--- src/rtts_pkg.sv ---
`timescale 1ns / 1ps
// Shared widths, codes and types for the room thermal step block.
// Used by rtts_cfg, rtts_mul, room_two_state_thermal_step and the testbench; depends on nothing.
package rtts_pkg;

	localparam int CFG_W      = 32;
	localparam int IDX_W      = 3;
	localparam int NUM_REGS   = 8;
	localparam int OP_A_W     = 50;
	localparam int OP_B_W     = 33;
	localparam int PROD_W     = 48;
	localparam int IN_DATA_W  = 112;
	localparam int OUT_DATA_W = 32;

	typedef enum logic [IDX_W-1:0] {
		CFG_AIR_CP       = 3'd0,
		CFG_CONV_GAIN    = 3'd1,
		CFG_HEAT_BIAS    = 3'd2,
		CFG_INV_AIR_CAP  = 3'd3,
		CFG_INV_WALL_CAP = 3'd4,
		CFG_INV_R_INNER  = 3'd5,
		CFG_INV_R_OUTER  = 3'd6,
		CFG_INNER_RATIO  = 3'd7
	} cfg_idx_t;

	typedef enum logic [1:0] {
		SH_4  = 2'd0,
		SH_10 = 2'd1,
		SH_16 = 2'd2
	} shift_sel_t;

	typedef struct packed {
		logic       start;
		shift_sel_t shift;
	} mul_req_t;

	typedef struct packed {
		logic [CFG_W-1:0]        air_heat_capacity;
		logic [CFG_W-1:0]        convective_gain;
		logic signed [CFG_W-1:0] heat_bias;
		logic [CFG_W-1:0]        inv_air_capacitance;
		logic [CFG_W-1:0]        inv_wall_capacitance;
		logic [CFG_W-1:0]        inv_inner_resistance;
		logic [CFG_W-1:0]        inv_outer_resistance;
		logic [CFG_W-1:0]        inner_to_total_ratio;
	} cfg_t;

endpackage

--- src/rtts_cfg.sv ---
`timescale 1ns / 1ps
// Configuration register file of the room thermal step block.
// Depends on rtts_pkg for the register indexes and the cfg_t bundle.
module rtts_cfg (
	input  logic                        clk,
	input  logic                        arst_n,
	input  logic                        wr_en,
	input  logic [rtts_pkg::IDX_W-1:0]  wr_index,
	input  logic [rtts_pkg::CFG_W-1:0]  wr_data,
	output rtts_pkg::cfg_t              cfg
);
	import rtts_pkg::*;

	localparam logic [CFG_W-1:0] AIR_CP_RESET = 32'd15729;

	logic [CFG_W-1:0] regs_q [NUM_REGS];

	always_ff @(posedge clk or negedge arst_n) begin
		if (!arst_n) begin
			for (int i = 0; i < NUM_REGS; i++) begin
				regs_q[i] <= (i == int'(CFG_AIR_CP)) ? AIR_CP_RESET : '0;
			end
		end else if (wr_en) begin
			regs_q[wr_index] <= wr_data;
		end
	end

	always_comb begin
		cfg.air_heat_capacity    = regs_q[CFG_AIR_CP];
		cfg.convective_gain      = regs_q[CFG_CONV_GAIN];
		cfg.heat_bias            = $signed(regs_q[CFG_HEAT_BIAS]);
		cfg.inv_air_capacitance  = regs_q[CFG_INV_AIR_CAP];
		cfg.inv_wall_capacitance = regs_q[CFG_INV_WALL_CAP];
		cfg.inv_inner_resistance = regs_q[CFG_INV_R_INNER];
		cfg.inv_outer_resistance = regs_q[CFG_INV_R_OUTER];
		cfg.inner_to_total_ratio = regs_q[CFG_INNER_RATIO];
	end

endmodule

--- src/rtts_mul.sv ---
`timescale 1ns / 1ps
// Shared multi-cycle signed multiplier with floor shift and saturation.
// Depends on rtts_pkg; one 25 by 33 bit multiplier serves both halves of operand A.
module rtts_mul (
	input  logic                                clk,
	input  logic                                arst_n,
	input  rtts_pkg::mul_req_t                  req,
	input  logic signed [rtts_pkg::OP_A_W-1:0]  op_a,
	input  logic signed [rtts_pkg::OP_B_W-1:0]  op_b,
	output logic signed [rtts_pkg::PROD_W-1:0]  result,
	output logic                                done
);
	import rtts_pkg::*;

	localparam int HALF_W = OP_A_W / 2;
	localparam int PP_W   = HALF_W + OP_B_W;
	localparam int ACC_W  = OP_A_W + OP_B_W;
	localparam int MAG_W  = 63;
	localparam logic [ACC_W-1:0] SAT_LIM = ACC_W'(1) << (MAG_W - 1);
	localparam logic signed [PROD_W-1:0] PROD_LIM = 48'sh7FFF_FFFF_FFFF;
	localparam logic signed [MAG_W:0] LIM_WIDE = (MAG_W + 1)'(PROD_LIM);

	typedef enum logic [4:0] {
		U_IDLE = 5'b00001,
		U_LO   = 5'b00010,
		U_HI   = 5'b00100,
		U_SGN  = 5'b01000,
		U_SHF  = 5'b10000
	} mul_state_t;

	mul_state_t               state_q;
	logic                     done_q;
	logic [OP_A_W-1:0]        ua_q;
	logic [OP_B_W-1:0]        ub_q;
	logic                     neg_q;
	shift_sel_t               shift_q;
	logic [ACC_W-1:0]         acc_q;
	logic                     sat_q;
	logic signed [MAG_W:0]    sp_q;
	logic signed [PROD_W-1:0] result_q;

	logic [OP_A_W-1:0]        a_mag;
	logic [OP_B_W-1:0]        b_mag;
	logic [HALF_W-1:0]        mul_a;
	logic [PP_W-1:0]          pp;
	logic signed [MAG_W:0]    mag_s;
	logic signed [MAG_W:0]    shifted;
	logic signed [PROD_W-1:0] clamped;

	assign a_mag = op_a[OP_A_W-1] ? OP_A_W'(-op_a) : OP_A_W'(op_a);
	assign b_mag = op_b[OP_B_W-1] ? OP_B_W'(-op_b) : OP_B_W'(op_b);

	assign mul_a = (state_q == U_HI) ? ua_q[OP_A_W-1:HALF_W] : ua_q[HALF_W-1:0];
	assign pp    = {{OP_B_W{1'b0}}, mul_a} * {{HALF_W{1'b0}}, ub_q};
	assign mag_s = $signed({1'b0, acc_q[MAG_W-1:0]});

	always_comb begin
		case (shift_q)
			SH_4:    shifted = sp_q >>> 4;
			SH_10:   shifted = sp_q >>> 10;
			SH_16:   shifted = sp_q >>> 16;
			default: shifted = sp_q >>> 16;
		endcase
		if (shifted > LIM_WIDE) begin
			clamped = PROD_LIM;
		end else if (shifted < -LIM_WIDE) begin
			clamped = -PROD_LIM;
		end else begin
			clamped = PROD_W'(shifted);
		end
	end

	always_ff @(posedge clk or negedge arst_n) begin
		if (!arst_n) begin
			state_q <= U_IDLE;
			done_q  <= 1'b0;
		end else begin
			done_q <= 1'b0;
			case (state_q)
				U_IDLE: begin
					if (req.start) begin
						state_q <= U_LO;
					end
				end
				U_LO:  state_q <= U_HI;
				U_HI:  state_q <= U_SGN;
				U_SGN: state_q <= U_SHF;
				U_SHF: begin
					state_q <= U_IDLE;
					done_q  <= 1'b1;
				end
				default: state_q <= U_IDLE;
			endcase
		end
	end

	always_ff @(posedge clk) begin
		case (state_q)
			U_IDLE: begin
				if (req.start) begin
					ua_q    <= a_mag;
					ub_q    <= b_mag;
					neg_q   <= op_a[OP_A_W-1] ^ op_b[OP_B_W-1];
					shift_q <= req.shift;
				end
			end
			U_LO: acc_q <= ACC_W'(pp);
			U_HI: acc_q <= acc_q + (ACC_W'(pp) << HALF_W);
			U_SGN: begin
				sat_q <= acc_q > SAT_LIM;
				sp_q  <= neg_q ? -mag_s : mag_s;
			end
			U_SHF: begin
				if (sat_q) begin
					result_q <= neg_q ? -PROD_LIM : PROD_LIM;
				end else begin
					result_q <= clamped;
				end
			end
			default: acc_q <= acc_q;
		endcase
	end

	assign result = result_q;
	assign done   = done_q;

endmodule

--- src/room_two_state_thermal_step.sv ---
`timescale 1ns / 1ps
// Top level of the two-state room thermal step: sequencer, state and stream ports.
// Depends on rtts_pkg, rtts_cfg and rtts_mul.
//
// Each request on the input stream advances the room air and wall temperatures by one
// explicit Euler tick and produces one result with both temperatures in 1/256 F, clamped
// to -40..120 F. All products run one after another through a single shared multiplier.
// A normal tick has nine products and a restart tick has eight. The input is not ready
// until the result of the tick has been placed in the output register, so a new request
// is taken only once the previous tick is through, and an output stall holds it back.
// The next request is taken while the previous result still waits in the output register.
// Configuration writes are taken at any time and must be made while the block is idle.
module room_two_state_thermal_step (
	input  logic                                clk,
	input  logic                                arst_n,
	input  logic                                s_axis_tvalid,
	output logic                                s_axis_tready,
	// step_time[15:0], duct_supply_temp[31:16], mass_flow[51:32], outside_temp[67:52],
	// other_heat[88:68], setpoint_temp[104:89], zero fill[111:105]
	input  logic [rtts_pkg::IN_DATA_W-1:0]      s_axis_tdata,
	// restart[0]
	input  logic                                s_axis_tuser,
	output logic                                m_axis_tvalid,
	input  logic                                m_axis_tready,
	// room_air_temp[15:0], wall_temp[31:16]
	output logic [rtts_pkg::OUT_DATA_W-1:0]     m_axis_tdata,
	input  logic                                cfg_valid,
	output logic                                cfg_ready,
	input  logic [rtts_pkg::IDX_W-1:0]          cfg_index,
	input  logic [rtts_pkg::CFG_W-1:0]          cfg_data
);
	import rtts_pkg::*;

	localparam int TEMP_W = 25;
	localparam int WALL_W = 42;
	localparam logic signed [TEMP_W-1:0] T_MIN = -25'sd2621440;
	localparam logic signed [TEMP_W-1:0] T_MAX = 25'sd7864320;
	localparam logic signed [PROD_W:0] T_MIN_X = (PROD_W + 1)'(T_MIN);
	localparam logic signed [PROD_W:0] T_MAX_X = (PROD_W + 1)'(T_MAX);

	typedef enum logic [11:0] {
		S_IDLE  = 12'h001,
		S_WRST  = 12'h002,
		S_AIRG  = 12'h004,
		S_QFLOW = 12'h008,
		S_QWI   = 12'h010,
		S_QWO   = 12'h020,
		S_QC    = 12'h040,
		S_TADOT = 12'h080,
		S_TWDOT = 12'h100,
		S_DA    = 12'h200,
		S_DW    = 12'h400,
		S_OUT   = 12'h800
	} seq_state_t;

	typedef struct packed {
		logic [15:0]        step_time;
		logic signed [15:0] duct_supply_temp;
		logic [19:0]        mass_flow;
		logic signed [15:0] outside_temp;
		logic signed [20:0] other_heat;
		logic signed [15:0] setpoint_temp;
	} item_t;

	function automatic logic signed [TEMP_W-1:0] sat_temp(input logic signed [PROD_W:0] v);
		return (v < T_MIN_X) ? T_MIN : ((v > T_MAX_X) ? T_MAX : TEMP_W'(v));
	endfunction

	cfg_t                     cfg;
	mul_req_t                 mul_req;
	logic signed [OP_A_W-1:0] op_a;
	logic signed [OP_B_W-1:0] op_b;
	logic signed [PROD_W-1:0] mul_res;
	logic                     mul_done;

	seq_state_t               state_q;
	logic                     go_q;
	logic                     out_valid_q;
	logic [OUT_DATA_W-1:0]    out_data_q;
	logic signed [TEMP_W-1:0] ta_q;
	logic signed [WALL_W-1:0] tw_q;
	item_t                    item_q;
	logic signed [PROD_W-1:0] qflow_q;
	logic signed [PROD_W-1:0] qwi_q;
	logic signed [PROD_W-1:0] qwo_q;
	logic signed [OP_A_W-1:0] qnet_q;
	logic signed [PROD_W-1:0] tadot_q;
	logic signed [PROD_W-1:0] twdot_q;

	logic signed [TEMP_W-1:0] tset_w;
	logic signed [TEMP_W-1:0] tout_w;
	logic signed [TEMP_W-1:0] tduct_w;
	logic signed [32:0]       qother_w;
	logic signed [TEMP_W:0]   set_out_diff;
	logic signed [TEMP_W:0]   duct_air_diff;
	logic signed [WALL_W:0]   air_wall_diff;
	logic signed [WALL_W:0]   wall_out_diff;
	logic signed [PROD_W:0]   qwi_qwo_diff;
	logic signed [OP_A_W-1:0] qnet_d;
	logic signed [WALL_W-1:0] wall_rst_d;
	logic signed [WALL_W-1:0] wall_init;
	logic signed [PROD_W:0]   air_sum;
	logic signed [PROD_W:0]   wall_sum;
	logic                     out_free;

	rtts_cfg u_cfg (
		.clk      (clk),
		.arst_n   (arst_n),
		.wr_en    (cfg_valid && cfg_ready),
		.wr_index (cfg_index),
		.wr_data  (cfg_data),
		.cfg      (cfg)
	);

	rtts_mul u_mul (
		.clk    (clk),
		.arst_n (arst_n),
		.req    (mul_req),
		.op_a   (op_a),
		.op_b   (op_b),
		.result (mul_res),
		.done   (mul_done)
	);

	assign cfg_ready     = 1'b1;
	assign s_axis_tready = (state_q == S_IDLE);
	assign m_axis_tvalid = out_valid_q;
	assign m_axis_tdata  = out_data_q;
	assign out_free      = !out_valid_q || m_axis_tready;

	assign tset_w   = TEMP_W'($signed({item_q.setpoint_temp, 8'h00}));
	assign tout_w   = TEMP_W'($signed({item_q.outside_temp, 8'h00}));
	assign tduct_w  = TEMP_W'($signed({item_q.duct_supply_temp, 8'h00}));
	assign qother_w = $signed({item_q.other_heat, 12'h000});

	assign set_out_diff  = (TEMP_W + 1)'(tset_w) - (TEMP_W + 1)'(tout_w);
	assign duct_air_diff = (TEMP_W + 1)'(tduct_w) - (TEMP_W + 1)'(ta_q);
	assign air_wall_diff = (WALL_W + 1)'(ta_q) - (WALL_W + 1)'(tw_q);
	assign wall_out_diff = (WALL_W + 1)'(tw_q) - (WALL_W + 1)'(tout_w);
	assign qwi_qwo_diff  = (PROD_W + 1)'(qwi_q) - (PROD_W + 1)'(qwo_q);

	assign qnet_d = OP_A_W'(qflow_q) - OP_A_W'(qwi_q) + OP_A_W'($signed(cfg.heat_bias))
	              - OP_A_W'(mul_res) + OP_A_W'(qother_w);

	assign wall_rst_d = WALL_W'(tset_w) - WALL_W'(mul_res);
	assign wall_init  = (wall_rst_d < WALL_W'(tout_w)) ? WALL_W'(tout_w) : wall_rst_d;

	assign air_sum  = (PROD_W + 1)'(ta_q) + (PROD_W + 1)'(mul_res);
	assign wall_sum = (PROD_W + 1)'(tw_q) + (PROD_W + 1)'(mul_res);

	always_comb begin
		mul_req.start = go_q;
		mul_req.shift = SH_16;
		op_a          = '0;
		op_b          = '0;
		case (state_q)
			S_WRST: begin
				op_a = OP_A_W'(set_out_diff);
				op_b = OP_B_W'(cfg.inner_to_total_ratio);
			end
			S_AIRG: begin
				op_a          = OP_A_W'(cfg.air_heat_capacity);
				op_b          = OP_B_W'(item_q.mass_flow);
				mul_req.shift = SH_4;
			end
			S_QFLOW: begin
				op_a = OP_A_W'(qflow_q);
				op_b = OP_B_W'(duct_air_diff);
			end
			S_QWI: begin
				op_a = OP_A_W'(air_wall_diff);
				op_b = OP_B_W'(cfg.inv_inner_resistance);
			end
			S_QWO: begin
				op_a = OP_A_W'(wall_out_diff);
				op_b = OP_B_W'(cfg.inv_outer_resistance);
			end
			S_QC: begin
				op_a = OP_A_W'(cfg.convective_gain);
				op_b = OP_B_W'(ta_q);
			end
			S_TADOT: begin
				op_a = qnet_q;
				op_b = OP_B_W'(cfg.inv_air_capacitance);
			end
			S_TWDOT: begin
				op_a = OP_A_W'(qwi_qwo_diff);
				op_b = OP_B_W'(cfg.inv_wall_capacitance);
			end
			S_DA: begin
				op_a          = OP_A_W'(tadot_q);
				op_b          = OP_B_W'(item_q.step_time);
				mul_req.shift = SH_10;
			end
			S_DW: begin
				op_a          = OP_A_W'(twdot_q);
				op_b          = OP_B_W'(item_q.step_time);
				mul_req.shift = SH_10;
			end
			default: op_a = '0;
		endcase
	end

	always_ff @(posedge clk or negedge arst_n) begin
		if (!arst_n) begin
			state_q     <= S_IDLE;
			go_q        <= 1'b0;
			out_valid_q <= 1'b0;
			ta_q        <= '0;
			tw_q        <= '0;
		end else begin
			go_q <= 1'b0;
			if (out_valid_q && m_axis_tready) begin
				out_valid_q <= 1'b0;
			end
			case (state_q)
				S_IDLE: begin
					if (s_axis_tvalid) begin
						state_q <= s_axis_tuser ? S_WRST : S_AIRG;
						go_q    <= 1'b1;
					end
				end
				S_WRST: begin
					if (mul_done) begin
						ta_q    <= tset_w;
						tw_q    <= wall_init;
						state_q <= S_QWI;
						go_q    <= 1'b1;
					end
				end
				S_AIRG: begin
					if (mul_done) begin
						state_q <= S_QFLOW;
						go_q    <= 1'b1;
					end
				end
				S_QFLOW: begin
					if (mul_done) begin
						state_q <= S_QWI;
						go_q    <= 1'b1;
					end
				end
				S_QWI: begin
					if (mul_done) begin
						state_q <= S_QWO;
						go_q    <= 1'b1;
					end
				end
				S_QWO: begin
					if (mul_done) begin
						state_q <= S_QC;
						go_q    <= 1'b1;
					end
				end
				S_QC: begin
					if (mul_done) begin
						state_q <= S_TADOT;
						go_q    <= 1'b1;
					end
				end
				S_TADOT: begin
					if (mul_done) begin
						state_q <= S_TWDOT;
						go_q    <= 1'b1;
					end
				end
				S_TWDOT: begin
					if (mul_done) begin
						state_q <= S_DA;
						go_q    <= 1'b1;
					end
				end
				S_DA: begin
					if (mul_done) begin
						ta_q    <= sat_temp(air_sum);
						state_q <= S_DW;
						go_q    <= 1'b1;
					end
				end
				S_DW: begin
					if (mul_done) begin
						tw_q    <= WALL_W'(sat_temp(wall_sum));
						state_q <= S_OUT;
					end
				end
				S_OUT: begin
					if (out_free) begin
						out_valid_q <= 1'b1;
						state_q     <= S_IDLE;
					end
				end
				default: state_q <= S_IDLE;
			endcase
		end
	end

	always_ff @(posedge clk) begin
		case (state_q)
			S_IDLE: begin
				if (s_axis_tvalid) begin
					item_q.step_time        <= s_axis_tdata[15:0];
					item_q.duct_supply_temp <= s_axis_tdata[31:16];
					item_q.mass_flow        <= s_axis_tdata[51:32];
					item_q.outside_temp     <= s_axis_tdata[67:52];
					item_q.other_heat       <= s_axis_tdata[88:68];
					item_q.setpoint_temp    <= s_axis_tdata[104:89];
				end
			end
			S_WRST: begin
				if (mul_done) begin
					qflow_q <= '0;
				end
			end
			S_AIRG, S_QFLOW: begin
				if (mul_done) begin
					qflow_q <= mul_res;
				end
			end
			S_QWI: begin
				if (mul_done) begin
					qwi_q <= mul_res;
				end
			end
			S_QWO: begin
				if (mul_done) begin
					qwo_q <= mul_res;
				end
			end
			S_QC: begin
				if (mul_done) begin
					qnet_q <= qnet_d;
				end
			end
			S_TADOT: begin
				if (mul_done) begin
					tadot_q <= mul_res;
				end
			end
			S_TWDOT: begin
				if (mul_done) begin
					twdot_q <= mul_res;
				end
			end
			S_OUT: begin
				if (out_free) begin
					out_data_q <= {tw_q[23:8], ta_q[23:8]};
				end
			end
			default: qflow_q <= qflow_q;
		endcase
	end

endmodule

--- config.mk ---
export PLATFORM = sky130hd
export DESIGN_NAME = room_two_state_thermal_step
export DESIGN_NICKNAME = d
export VERILOG_FILES = /design/src/rtts_pkg.sv /design/src/rtts_cfg.sv /design/src/rtts_mul.sv /design/src/room_two_state_thermal_step.sv
export SDC_FILE = /design/constraint.sdc
export NUM_CORES = 2
export LEC_CHECK = 0
export BUFFER_PORTS_ARGS = -buffer_cell sky130_fd_sc_hd__buf_2
export CAP_MARGIN = 25
export CORE_AREA = 2 2 445 447
export CTS_CLUSTER_SIZE = 24
export DETAILED_ROUTE_END_ITERATION = 10
export DIE_AREA = 0 0 447 449
export HOLD_SLACK_MARGIN = 0.15
export PLACE_DENSITY_LB_ADDON = 0.2
export SLEW_MARGIN = 20
export SYNTH_ARGS = -nofsm -noshare
export SYNTH_HDL_FRONTEND = slang
export SYNTH_SLANG_ARGS = --single-unit
--- constraint.sdc ---
create_clock -name clk -period 13.4 [get_ports clk]
set_clock_uncertainty 0.15 [all_clocks]
set_input_delay 2.68 -clock clk [delete_from_list [all_inputs] [get_ports clk]]
set_output_delay 2.68 -clock clk [all_outputs]
set_load 0.03 [all_outputs]
==> flow_summary.toml <==
[status]
outcome = "completed"

[global_route]
grt_pass1_wl_um = 531000
grt.total_usage_pct = 36.1
grt_pass1_vias = 78900
antenna_found_initial = 19
overflow = 0
grt_max_degree = 162

[drt]
vias_per_cell = 6.25
drc_errors = 0
routed_wl_um = 364000
vias = 80400
drtIter0Drc = 9265
ant_nets = 0
drtPass1Iterations = 6
routedWlPerCell_um = 28.2

[clock_tree]
cts_buffers = 120
cts.path.max_buffers = 3
cts_root_buf = "clkbuf_16"
cts_tree = "done"
path_clk_slew_ns = 0.06
ctsHtreeMaxLevel = 3
clk_latency_ns = 0.82
clkSinkCount = 1048

[critical_path]
crit_top_cell = "fa_1"
cpMaxStageDelayCell = "or4_4"
crit_path_max_incr_delay_ns = 0.81
regToRegStartpoint = "u_mul.state_q[1]"
r2r_cells = 41
path_max_fanout = 33
end_kind = "flip-flop"
worstSetupPathType = "flip-flop to flip-flop"
startpoint_type = "flip-flop"
rr_endpoint = "u_mul.acc_q[77]"
cp.required_ns = 13.74
critPathArrivalTime_ns = 13.16
r2r_setup_slack_ns = 0.58

[sta]
fin_tns_setup_ns = 0
finalMaxSlewViolations = 0
hold_slack_ns = 0.356
max_clock_freq_mhz = 78.0
rsz0062_at_grt = "no"
tightest_slew_ns = 1.21
setup_viol = 0
hold_viol_final = 0
period_share_pct = 95.7
max_slew_margin_pct = 18.5
timing.final.crit_period_ns = 12.82

[cells_and_area]
final_area_um2 = 106000
fillers = 17500
nets = 11700
area_delta_synth_final_pct = 8.98
layout-drive-gt1-share_pct = 9.56

[logic_synthesis]
avgSynthCellArea_um2 = 9.70
synth-xor-area-share_pct = 4.29
async_flop_share_pct = 32.7
ys_seq_area_share_pct = 30.5
synth_top_family_by_area = "adder cells"
yosys.area_share.adder_pct = 25.7
ys_warn_count = 0
synthFlopType = "edfxtp_1"
syn_inst = 10100
synth.net_count = 11700
muxShareOfSynthArea_pct = 3.82
synth_compound_gate_area_share_pct = 15.1
synth_cell_types = 94
synth-seq-cells = 1048
synthSimpleGateAreaFrac_pct = 14.4
netlist_area_um2 = 97500
synth_edf_count = 705

[placement]
placed_area_um2 = 102000
place_hpwl_um = 284000
portBuffers = 179
place.gp.congestion = 1.01

[die]
start_util_pct = 49.7
die_w_um = 447
coreArea_um2 = 196000
die_h_um = 449
num_io_pins = 188
core.rowCount = 163
die_area_um2 = 201000

[worst_hold_path]
hold_path_class = "flip-flop to flip-flop"
hold_end = "u_cfg.cfg[129]"
worstHoldPathCells = 1
holdCritStartpoint = "u_cfg.cfg[129]"

[flow_run]
drv_cap = 0
## stage by stage
step,instances,setup WS (ns),utilization [%]
2_1_floorplan,10100,2.30,-
3_3_place_gp,12600,0.810,51.9
3_5_place_dp,12600,0.624,51.9
4_1_cts,12800,0.562,54.1
5_1_grt,12900,0.0181,54.1
6_report,12900,0.579,54.2
## logic make-up (layout without fill, tap and decap cells)
logic type      count (synthesis)  after routing
xor+xnor                      477            477
mux                           338            338
simple gates                 2840           2840
flops                        1048           1048
other cells                     2             17
compound gates               2257           2257
fa+ha+maj                    1489           1489
buf+inv                      1603           1763
## flip-flops by register name, summed over array words and instances (netlist names), 33 cells and up
name and count:
u_cfg.cfg 256, tadot_q 48, qwo_q 48, item_q 105, u_mul.ua_q 50, qflow_q 48
qwi_q 48, tw_q 42, u_mul.ub_q 33, qnet_q 50, twdot_q 48, u_mul.sp_q 60
u_mul.acc_q 83, u_mul.result 48
## what timing repair did
action                     4_1_cts  5_1_grt
buffers inserted                 0        0
setup endpoints to repair        0        5
hold buffers                     0        0
gates resized for setup          0        3
## Yosys cell counts (78+ instances only)
master	number	share of area (%)
inv_1	1136	4.4
nand2_1	1052	4.1
fa_1	851	17
edfxtp_1	705	22
ha_1	638	8.2
a21oi_1	606	3.1
clkbuf_1	437	1.7
nor2_1	425	1.6
o21ai_0	417	2.1
dfrtp_1	332	8.5
and2_1	331	2.1
xnor2_1	311	2.8
a21o_1	275	2.1
mux2_2	268	3.1
nor2b_1	196	1.3
nand3_1	170	0.87
xor2_1	166	1.5
a22oi_1	141	1.1
nor3_1	122	0.63
nand4_1	111	0.71
o21a_1	94	0.72
a31oi_1	85	0.55
nand2b_1	79	0.51
and3_1	78	0.50
## per-layer routing
layer / vias to the layer above / global-route usage, % / share of wire (%)
met5: - / 0 / 0.0074
met4: 4 / 14.8 / 4.8
met3: 683 / 10.3 / 12
met2: 4199 / 52.6 / 42
met1: 40500 / 50.2 / 41
li1: 35100 / - / -
## critical path, delay by kind of cell (launching register included)
family	cells	cell delay [ns]
fa+ha+maj	9	4.53
compound gates	13	2.79
simple gates	11	2.63
buf+inv	6	1.33
xor+xnor	2	0.54
flops	1	0.49
## worst max-delay path by stage
stage	startpoint	end	slack (ns)	cells past startpoint
after floorplan	u_mul.state_q[4]	u_mul.acc_q[81]	2.30	41
after global placement	u_mul.state_q[0]	u_mul.acc_q[79]	0.81	42
after detailed placement	u_mul.state_q[0]	u_mul.acc_q[77]	0.62	42
after CTS	u_mul.state_q[0]	u_mul.acc_q[77]	0.56	42
after global routing	u_mul.state_q[3]	u_mul.acc_q[79]	0.02	44
final	u_mul.state_q[1]	u_mul.acc_q[77]	0.58	41
## layout by cell type (no fill, tap or decap), types with 42 or more instances in the layout
cell,count
a211oi_1,58
a21o_1,275
a21oi_1,604
a221oi_1,49
a22oi_1,141
a31oi_1,85
and2_1,324
and3_1,73
buf_2,178
buf_4,204
clkbuf_16,120
dfrtp_1,331
edfxtp_1,705
fa_1,851
ha_1,638
inv_1,1136
mux2_2,268
mux2i_1,65
nand2_1,1052
nand2b_1,79
nand3_1,170
nand4_1,111
nor2_1,422
nor2b_1,194
nor3_1,117
nor4_1,55
o211ai_1,63
o21a_1,94
o21ai_0,417
o21bai_1,71
o22ai_1,42
o31ai_1,55
or3_1,55
xnor2_1,311
xor2_1,166
## layout make-up
| class | instances | area, um^2 | share of cell area, % |
|---|---|---|---|
| flip-flops and latches | 1048 | 29800 | 28.0 |
| clock buffers | 151 | 3240 | 3.05 |
| clock inverters | 79 | 978 | 0.921 |
| multi-input cells | 7403 | 62000 | 58.3 |
| inverters | 1137 | 4270 | 4.02 |
| well taps | 2640 | 3300 | 3.11 |
| repair inverters | 1 | 7.51 | 0.00707 |
| diodes | 15 | 37.5 | 0.0353 |
| repair buffers | 395 | 2660 | 2.50 |
Power is not shown: default switching activity piles up to over one toggle a cycle in this logic, so the estimate is an artifact.
